==> src/design/pulse_width_key_decoder_unit_defines.svh <==
// Assertion helpers shared by the decoder modules.
// Both macros expect clk and rst_n in scope.
`ifndef PULSE_WIDTH_KEY_DECODER_UNIT_DEFINES_SVH
`define PULSE_WIDTH_KEY_DECODER_UNIT_DEFINES_SVH

// A condition that must hold at every clock edge out of reset.
`define PWKD_ASSERT_ALWAYS(label, cond, msg) \
  label: assert property (@(posedge clk) disable iff (!rst_n) (cond)) else $error(msg);

// A cause that must be followed by an effect in the following cycle.
`define PWKD_ASSERT_NEXT(label, cause, effect, msg) \
  label: assert property (@(posedge clk) disable iff (!rst_n) (cause) |=> (effect)) \
    else $error(msg);

`endif

==> src/design/pwkd_pkg.sv <==
package pwkd_pkg;

  localparam int FRAME_PULSES = 100;
  localparam int SYMBOLS      = 8;

  localparam int DATA_PULSES  = SYMBOLS * 4;
  // A start may begin no later than pulse index START_LIMIT - 4.
  localparam int START_LIMIT  = FRAME_PULSES - (SYMBOLS + 1) * 4 + 3;

  localparam int IDX_W   = $clog2(FRAME_PULSES + 1);
  localparam int DPC_W   = $clog2(DATA_PULSES + 1);
  localparam int GRP_W   = 3;
  localparam int WIDTH_W = 10;
  localparam int CODE_W  = 16;
  localparam int CNT_W   = 4;
  localparam int CFG_IDX_W = 2;

  localparam int IN_TDATA_W  = 16;
  localparam int OUT_TDATA_W = 40;

  localparam logic [CNT_W-1:0] CNT_MAX = '1;

  localparam logic [CFG_IDX_W-1:0] CFG_LONG_THRESHOLD = 2'd0;
  localparam logic [CFG_IDX_W-1:0] CFG_CONFIRM_COUNT  = 2'd1;
  localparam logic [CFG_IDX_W-1:0] CFG_MAX_ATTEMPTS   = 2'd2;

  localparam logic [WIDTH_W-1:0] RESET_LONG_THRESHOLD = 10'd70;
  localparam logic [CNT_W-1:0]   RESET_CONFIRM_COUNT  = 4'd3;
  localparam logic [CNT_W-1:0]   RESET_MAX_ATTEMPTS   = 4'd10;

  typedef enum logic [1:0] {
    ST_FAILED    = 2'd0,
    ST_DECODED   = 2'd1,
    ST_CONFIRMED = 2'd2,
    ST_GAVE_UP   = 2'd3
  } status_t;

  typedef struct packed {
    logic [WIDTH_W-1:0] long_threshold;
    logic [CNT_W-1:0]   confirm_count;
    logic [CNT_W-1:0]   max_attempts;
  } cfg_t;

  typedef struct packed {
    logic              valid;
    logic              ok;
    logic [CODE_W-1:0] code;
  } frame_end_t;

  typedef struct packed {
    logic [CODE_W-1:0] key_code;
    logic [CODE_W-1:0] frame_code;
    status_t           status;
  } result_t;

endpackage

==> src/design/pwkd_frame.sv <==
`include "pulse_width_key_decoder_unit_defines.svh"

module pwkd_frame (
  input  logic                        clk,
  input  logic                        rst_n,
  input  logic                        fire,
  input  logic [pwkd_pkg::WIDTH_W-1:0] pulse_width,
  input  logic                        timed_out,
  input  logic [pwkd_pkg::WIDTH_W-1:0] long_threshold,
  output pwkd_pkg::frame_end_t        frame_end
);
  import pwkd_pkg::*;

  logic [IDX_W-1:0]  pulse_index_r, pulse_index_nxt;
  logic [2:0]        long_history_r, long_history_nxt;
  logic              start_seen_r, start_seen_nxt;
  logic [DPC_W-1:0]  data_cnt_r, data_cnt_nxt;
  logic [CODE_W-1:0] code_acc_r, code_acc_nxt;

  logic              is_long;
  logic              is_short;
  logic [GRP_W-1:0]  group;
  logic [1:0]        pos;

  assign is_long  = pulse_width > long_threshold;
  assign is_short = pulse_width < long_threshold;
  assign group    = GRP_W'(data_cnt_r >> 2);
  assign pos      = data_cnt_r[1:0];

  always_comb begin
    pulse_index_nxt  = pulse_index_r;
    long_history_nxt = long_history_r;
    start_seen_nxt   = start_seen_r;
    data_cnt_nxt     = data_cnt_r;
    code_acc_nxt     = code_acc_r;
    frame_end        = '0;
    if (fire) begin
      if (timed_out) begin
        frame_end.valid = 1'b1;
        pulse_index_nxt  = '0;
        long_history_nxt = '0;
        start_seen_nxt   = 1'b0;
        data_cnt_nxt     = '0;
        code_acc_nxt     = '0;
      end else begin
        if (start_seen_r) begin
          if (data_cnt_r < DPC_W'(DATA_PULSES)) begin
            if (is_long) begin
              code_acc_nxt = code_acc_r | (CODE_W'(pos) << {group, 1'b0});
            end
            data_cnt_nxt = data_cnt_r + 1'b1;
          end
        end else if (pulse_index_r >= IDX_W'(3) && long_history_r == 3'b111 && is_short &&
                     pulse_index_r < IDX_W'(START_LIMIT)) begin
          start_seen_nxt = 1'b1;
          data_cnt_nxt   = '0;
          code_acc_nxt   = '0;
        end
        long_history_nxt = {long_history_r[1:0], is_long};
        pulse_index_nxt  = pulse_index_r + 1'b1;
        if (pulse_index_nxt >= IDX_W'(FRAME_PULSES)) begin
          frame_end.valid  = 1'b1;
          frame_end.ok     = start_seen_nxt;
          frame_end.code   = code_acc_nxt;
          pulse_index_nxt  = '0;
          long_history_nxt = '0;
          start_seen_nxt   = 1'b0;
          data_cnt_nxt     = '0;
          code_acc_nxt     = '0;
        end
      end
    end
  end

  always_ff @(posedge clk) begin
    if (!rst_n) begin
      pulse_index_r  <= '0;
      long_history_r <= '0;
      start_seen_r   <= 1'b0;
      data_cnt_r     <= '0;
      code_acc_r     <= '0;
    end else begin
      pulse_index_r  <= pulse_index_nxt;
      long_history_r <= long_history_nxt;
      start_seen_r   <= start_seen_nxt;
      data_cnt_r     <= data_cnt_nxt;
      code_acc_r     <= code_acc_nxt;
    end
  end

  `PWKD_ASSERT_ALWAYS(a_index_in_frame, pulse_index_r < IDX_W'(FRAME_PULSES),
    "pulse index reached the frame length without closing the frame")
  `PWKD_ASSERT_ALWAYS(a_idle_until_start, start_seen_r || (data_cnt_r == '0 && code_acc_r == '0),
    "data collected before a start was found")
  `PWKD_ASSERT_NEXT(a_timeout_clears, fire && timed_out,
    pulse_index_r == '0 && !start_seen_r, "timeout did not clear the frame")

endmodule

==> src/design/pwkd_seq.sv <==
module pwkd_seq (
  input  logic                 clk,
  input  logic                 rst_n,
  input  pwkd_pkg::frame_end_t frame_end,
  input  pwkd_pkg::cfg_t       cfg,
  output logic                 res_valid,
  output pwkd_pkg::result_t    res
);
  import pwkd_pkg::*;

  // The remembered code is either a 16-bit code or the failure mark.
  logic              rem_fail_r, rem_fail_nxt;
  logic [CODE_W-1:0] rem_code_r, rem_code_nxt;
  logic [CNT_W-1:0]  match_cnt_r, match_cnt_nxt;
  logic [CNT_W-1:0]  attempt_cnt_r, attempt_cnt_nxt;

  logic              is_match;
  logic [CNT_W-1:0]  match_upd;
  logic [CNT_W-1:0]  attempt_upd;
  logic              confirmed;

  assign is_match    = frame_end.ok && !rem_fail_r && rem_code_r == frame_end.code;
  assign match_upd   = is_match ? ((match_cnt_r == CNT_MAX) ? match_cnt_r : match_cnt_r + 1'b1)
                                : '0;
  assign attempt_upd = (attempt_cnt_r == CNT_MAX) ? attempt_cnt_r : attempt_cnt_r + 1'b1;
  assign confirmed   = frame_end.ok && match_upd >= cfg.confirm_count;
  assign res_valid   = frame_end.valid;

  always_comb begin
    rem_fail_nxt    = rem_fail_r;
    rem_code_nxt    = rem_code_r;
    match_cnt_nxt   = match_cnt_r;
    attempt_cnt_nxt = attempt_cnt_r;
    res.frame_code  = frame_end.ok ? frame_end.code : '0;
    res.key_code    = confirmed ? frame_end.code : '0;
    res.status      = frame_end.ok ? ST_DECODED : ST_FAILED;
    if (frame_end.valid) begin
      match_cnt_nxt   = match_upd;
      attempt_cnt_nxt = attempt_upd;
      if (!is_match) begin
        rem_fail_nxt = !frame_end.ok;
        rem_code_nxt = frame_end.ok ? frame_end.code : '0;
      end
      if (confirmed || attempt_upd >= cfg.max_attempts) begin
        res.status      = confirmed ? ST_CONFIRMED : ST_GAVE_UP;
        rem_fail_nxt    = 1'b0;
        rem_code_nxt    = '0;
        match_cnt_nxt   = '0;
        attempt_cnt_nxt = '0;
      end
    end
  end

  always_ff @(posedge clk) begin
    if (!rst_n) begin
      rem_fail_r    <= 1'b0;
      rem_code_r    <= '0;
      match_cnt_r   <= '0;
      attempt_cnt_r <= '0;
    end else begin
      rem_fail_r    <= rem_fail_nxt;
      rem_code_r    <= rem_code_nxt;
      match_cnt_r   <= match_cnt_nxt;
      attempt_cnt_r <= attempt_cnt_nxt;
    end
  end

endmodule

==> src/design/pwkd_outbuf.sv <==
`include "pulse_width_key_decoder_unit_defines.svh"

module pwkd_outbuf (
  input  logic              clk,
  input  logic              rst_n,
  input  logic              push,
  input  pwkd_pkg::result_t push_data,
  output logic              has_room,
  output logic              out_valid,
  input  logic              out_ready,
  output pwkd_pkg::result_t out_data
);
  import pwkd_pkg::*;

  // Two entries: the head drives the output, the second catches a result
  // that arrives while the head is still waiting.
  logic [1:0] cnt_r, cnt_nxt;
  result_t    head_r, head_nxt;
  result_t    tail_r, tail_nxt;
  logic       pop;

  assign has_room  = cnt_r != 2'd2;
  assign out_valid = cnt_r != 2'd0;
  assign out_data  = head_r;
  assign pop       = out_valid && out_ready;

  always_comb begin
    cnt_nxt  = cnt_r;
    head_nxt = head_r;
    tail_nxt = tail_r;
    unique case ({push, pop})
      2'b10: begin
        if (cnt_r == 2'd0) begin
          head_nxt = push_data;
        end else begin
          tail_nxt = push_data;
        end
        cnt_nxt = cnt_r + 1'b1;
      end
      2'b01: begin
        head_nxt = tail_r;
        cnt_nxt  = cnt_r - 1'b1;
      end
      2'b11: begin
        if (cnt_r == 2'd1) begin
          head_nxt = push_data;
        end else begin
          head_nxt = tail_r;
          tail_nxt = push_data;
        end
      end
      default: begin
      end
    endcase
  end

  always_ff @(posedge clk) begin
    if (!rst_n) begin
      cnt_r <= 2'd0;
    end else begin
      cnt_r <= cnt_nxt;
    end
  end

  always_ff @(posedge clk) begin
    head_r <= head_nxt;
    tail_r <= tail_nxt;
  end

  `PWKD_ASSERT_ALWAYS(a_cnt_range, cnt_r != 2'd3, "result queue count out of range")
  `PWKD_ASSERT_ALWAYS(a_no_overflow, !push || cnt_r != 2'd2, "result pushed into a full queue")
  `PWKD_ASSERT_NEXT(a_drain_full, cnt_r == 2'd2 && !push && out_ready, cnt_r == 2'd1,
    "full queue did not drain by one")

endmodule

==> src/design/pulse_width_key_decoder_unit.sv <==
// An input item is held in the input register and fires once the result queue has room;
// a frame end then passes through the frame and sequence logic into the result queue.
// One item is accepted per cycle while the queue has room; each pulse updates the frame
// registers, each frame end the sequence registers; a two-entry queue absorbs stalls.
// Reset (rst_n low at a clock edge) clears frame and sequence state, empties both stages
// and restores long_threshold 70, confirm_count 3 and max_attempts 10.
module pulse_width_key_decoder_unit (
  input  logic                                 clk,
  input  logic                                 rst_n,
  input  logic                                 in_tvalid,
  output logic                                 in_tready,
  // tdata: pulse_width[9:0], zero fill above
  input  logic [pwkd_pkg::IN_TDATA_W-1:0]      in_tdata,
  // tuser: timed_out[0]
  input  logic                                 in_tuser,
  output logic                                 out_tvalid,
  input  logic                                 out_tready,
  // tdata: status[1:0], frame_code[17:2], key_code[33:18], zero fill above
  output logic [pwkd_pkg::OUT_TDATA_W-1:0]     out_tdata,
  input  logic                                 cfg_we,
  input  logic [pwkd_pkg::CFG_IDX_W-1:0]       cfg_index,
  input  logic [pwkd_pkg::WIDTH_W-1:0]         cfg_wdata
);
  import pwkd_pkg::*;

  cfg_t               cfg_r;
  logic               in_valid_r;
  logic [WIDTH_W-1:0] in_width_r;
  logic               in_timeout_r;

  logic               fire;
  logic               q_room;
  frame_end_t         frame_end;
  logic               res_valid;
  result_t            res;
  result_t            out_res;

  assign fire      = in_valid_r && q_room;
  assign in_tready = !in_valid_r || fire;

  always_ff @(posedge clk) begin
    if (!rst_n) begin
      cfg_r.long_threshold <= RESET_LONG_THRESHOLD;
      cfg_r.confirm_count  <= RESET_CONFIRM_COUNT;
      cfg_r.max_attempts   <= RESET_MAX_ATTEMPTS;
    end else if (cfg_we) begin
      unique case (cfg_index)
        CFG_LONG_THRESHOLD: cfg_r.long_threshold <= cfg_wdata;
        CFG_CONFIRM_COUNT:  cfg_r.confirm_count  <= cfg_wdata[CNT_W-1:0];
        CFG_MAX_ATTEMPTS:   cfg_r.max_attempts   <= cfg_wdata[CNT_W-1:0];
        default: begin
        end
      endcase
    end
  end

  always_ff @(posedge clk) begin
    if (!rst_n) begin
      in_valid_r <= 1'b0;
    end else if (in_tready) begin
      in_valid_r <= in_tvalid;
    end
  end

  always_ff @(posedge clk) begin
    if (in_tvalid && in_tready) begin
      in_width_r   <= in_tdata[WIDTH_W-1:0];
      in_timeout_r <= in_tuser;
    end
  end

  pwkd_frame u_frame (
    .clk            (clk),
    .rst_n          (rst_n),
    .fire           (fire),
    .pulse_width    (in_width_r),
    .timed_out      (in_timeout_r),
    .long_threshold (cfg_r.long_threshold),
    .frame_end      (frame_end)
  );

  pwkd_seq u_seq (
    .clk       (clk),
    .rst_n     (rst_n),
    .frame_end (frame_end),
    .cfg       (cfg_r),
    .res_valid (res_valid),
    .res       (res)
  );

  pwkd_outbuf u_outbuf (
    .clk       (clk),
    .rst_n     (rst_n),
    .push      (res_valid),
    .push_data (res),
    .has_room  (q_room),
    .out_valid (out_tvalid),
    .out_ready (out_tready),
    .out_data  (out_res)
  );

  assign out_tdata = OUT_TDATA_W'(out_res);

endmodule
==> config.mk <==
export PLATFORM = sky130hd
export DESIGN_NAME = pulse_width_key_decoder_unit
export DESIGN_NICKNAME = d
export VERILOG_FILES = /design/src/design/pwkd_pkg.sv /design/src/design/pwkd_frame.sv /design/src/design/pwkd_seq.sv /design/src/design/pwkd_outbuf.sv /design/src/design/pulse_width_key_decoder_unit.sv
export VERILOG_INCLUDE_DIRS = /design/src /design/src/design
export SDC_FILE = /design/constraint.sdc
export NUM_CORES = 1
export LEC_CHECK = 0
export ABC_AREA = 1
export BUFFER_PORTS_ARGS = -buffer_cell sky130_fd_sc_hd__buf_2
export CAP_MARGIN = 20
export CORE_ASPECT_RATIO = 1.25
export CORE_UTILIZATION = 50
export CTS_CLUSTER_SIZE = 20
export DETAILED_ROUTE_END_ITERATION = 10
export PLACE_DENSITY = 0.73
export SLEW_MARGIN = 5
export SYNTH_ARGS = -nofsm -noshare
export SYNTH_HDL_FRONTEND = slang
export SYNTH_SLANG_ARGS = --single-unit
==> constraint.sdc <==
create_clock -name clk -period 6.5 [get_ports clk]
set_input_delay 0.65 -clock clk [delete_from_list [all_inputs] [get_ports clk]]
set_output_delay 0.65 -clock clk [all_outputs]
set_load 0.02 [all_outputs]
==> run metrics <==
layout cells sized above 1 ~13%; CTS max path bufs 2; CTS buffer count 17; synth warn 0; htree depth 4; R2R depth 31; GRT Residual Overflow 0; core area between 0.015 and 0.02 sq mm; Site Rows between 50 and 60; Pleak about 3.7 nW; die width ~120 microns; CP peak stage delay between 0.4 and 0.5 ns; Post-Syn Instances slightly above 1000; cts hold-fix bufs 0; ANT cells 0; commonest register cell after synthesis edfxtp_1; RR Startpoint u_outbuf.cnt_r[0]; Initial Util 51.6%; total die area ~0.017 sq mm; CP most frequent cell nor2_1; PD cells between 200 and 300 mW/mm^2; Max Cap Violations 0; FF-to-FF End u_outbuf.out_data[1]; num ports 76; TritonCTS clock tree built; family with the most delay on the worst path simple AND/OR/NAND/NOR gates; register-to-register setup slack 0.87 ns; unrepaired setup endpoints after global routing false; slowest cell on the critical path nor2_4; final-report max-slew violation count 0; Worst Path Buf+Inv 8; Die Span Y around 140 microns; hold slack 0.396 ns; gp weighted congestion 0.907; Final period util roughly 87%; DR WL/cell between 10 and 15 microns; fmax roughly 180 MHz; minimum clock period 5.63 ns; Post-synth ARST share 0%; Initial DRT Pass Iterations 5; WS Path Type reg -> reg; Yosys reg bits around 160; Slew HR 33.8%; Hold Path Stages 1; number of remaining DRC errors 0; initial antenna violation count 0; Synth Cell Area 0.00810 sq mm; Hold Vio Cnt, Final 0; DP HPWL 11500 microns; vias per cell 5.11; Setup crit end kind register; Unique masters post-synth between 40 and 50; Worst Path Required ~6.7 ns; number of synthesized flops with an enable pin 79; vias in the first global route 6030; HP Class in -> reg; Startpoint Class register; CTS resizes 0; Final Net Count ~1100; min-delay src in_tdata[5]; root buffer cell clkbuf_16; Setup Viol. Count Final 0; Port Buffer Count 63; Synth Area per Inst roughly 8.0 sq um; CP max FO 26; setup TNS 0 ns; Hold Path Sink in_width_r[5]; clk sink count 158; status finished, final reports clean; Worst Skew 0.0139 ns; first-pass GRT wire length 27400 microns; most frequent cells in the layout 225 x nand2_1, 148 x inv_1, 88 x nand3_1; synthesis-to-finish area growth 13.4%; maximum vdd drop around 0.00014 V; Setup Buffers After CTS 0; Worst-path clk slew around 0.060 ns; Clk Latency, worst-skew pair between 0.4 and 0.5 ns; Post-Layout Inst Area about 0.0092 sq mm; placed cell areas about 0.0085 sq mm; antenna viol nets, final 0; DRT Wirelength between 15000 and 20000 microns; sequential share of the synthesized area approximately half; worst slew pin tran slightly below 1 ns; initial DRC count 386; DR vias 6563; largest net degree at the start of global routing 53; total track usage about a fifth; arrival time worst endpoint between 5 and 6 ns; commonest non-fill, non-tap cell in the layout nand2_1; overall power between 2 and 3 mW
## synthesized netlist by cell type, types with 2 or more instances
library cell	number	area share [%]
nand2_2	5	0.39
edfxtp_1	79	29
o21ai_0	47	2.9
ha_1	28	4.3
and2_1	2	0.15
nor3_1	7	0.43
o21bai_1	6	0.56
xor2_1	6	0.65
clkinv_1	3	0.14
buf_6	4	0.56
nand2_1	225	10
clkbuf_1	22	1.0
o22ai_1	18	1.4
buf_4	7	0.65
o21ai_1	3	0.19
nor2_4	3	0.42
buf_2	7	0.43
buf_1	2	0.093
nor3_2	2	0.25
xnor2_1	2	0.22
nor2_1	80	3.7
nand3b_1	2	0.19
a211oi_1	3	0.28
a21oi_1	69	4.3
inv_1	148	6.9
nor2_2	9	0.70
nor4_1	3	0.23
o211ai_1	6	0.56
dfxtp_1	79	20
inv_2	6	0.28
nand4_1	24	1.9
nand3_1	88	5.4
## worst register-to-register path: cells and delay by family, from the launching register on
| family | cells | cell delay (ns) |
|---|---|---|
| AND/OR/NAND/NOR | 17 | 2.46 |
| flip-flops | 1 | 0.34 |
| buffers and inverters | 8 | 1.50 |
| AO/OA/AOI/OAI | 4 | 0.54 |
| adder cells (fa/ha/maj) | 2 | 0.53 |
## worst max path at each step
stage / startpoint / endpoint / slack, ns / cells past startpoint
floorplan: u_frame.pulse_index_r[0] / u_outbuf.out_data[0] / 1.90 / 13
finish: u_outbuf.cnt_r[0] / u_outbuf.out_data[1] / 0.87 / 31
detailed placement: u_outbuf.cnt_r[0] / u_outbuf.out_data[1] / 0.89 / 31
global route: u_outbuf.cnt_r[0] / u_seq.attempt_cnt_r[0] / 0.29 / 30
CTS: u_outbuf.cnt_r[0] / u_outbuf.out_data[1] / 0.87 / 31
global placement: u_outbuf.cnt_r[0] / u_outbuf.out_data[1] / 0.98 / 31
## flip-flops by register name (all words and copies together), names as in the netlist, 2 cells and up
signal	flops
u_outbuf.tail_r	34
u_frame.code_acc_r	16
u_seq.attempt_cnt_r	4
u_seq.rem_code_r	16
u_seq.match_cnt_r	4
u_frame.pulse_index_r	7
cfg_r	18
u_frame.long_history_r	3
u_frame.data_cnt_r	6
u_outbuf.out_data	34
u_outbuf.cnt_r	2
in_width_r	10
## final cells by class
class	count	area, sq um
Inverter	157	589
Timing Repair Buffer	70	375
Clock buffer	17	425
Clock inverter	15	200
Tap cell	212	265
Sequential cell	158	3950
Multi-Input combinational cell	656	3370
Fill cell	1402	6520
## metrics by stage
step           instances  setup WS, ns  utilization, %
2_1_floorplan       1013          1.90               -
6_report            1285         0.867            58.5
3_3_place_gp        1252         0.979            54.4
5_1_grt             1285         0.293            58.5
4_1_cts             1284         0.869            58.4
3_5_place_dp        1252         0.889            54.4
## layer usage
metal  wire (microns)  GRT usage [%]
met1             7300           24.6
met2             8000           36.5
met3              615           4.36
met4              335           8.37
met5                0              0
## cells by family after synthesis
family / after synthesis / share of synthesized area [%]
AND/OR/NAND/NOR: 455 / 25.0
buffers and inverters: 199 / 10.0
AO/OA/AOI/OAI: 158 / 10.7
flip-flops: 158 / 48.8
adder cells (fa/ha/maj): 28 / 4.33
XOR/XNOR: 9 / 1.07
other: 1 / 0.0463
## where the power goes
| group | internal (mW) | total [mW] | leakage [nW] | switching (mW) |
|---|---|---|---|---|
| clock network | 0.618 | 1.05 | 0.301 | 0.431 |
| logic | 0.0859 | 0.315 | 2.03 | 0.229 |
| registers | 1.14 | 1.16 | 1.41 | 0.0191 |
| total | 1.84 | 2.52 | 3.75 | 0.679 |
(Power assumes the default switching activity.)
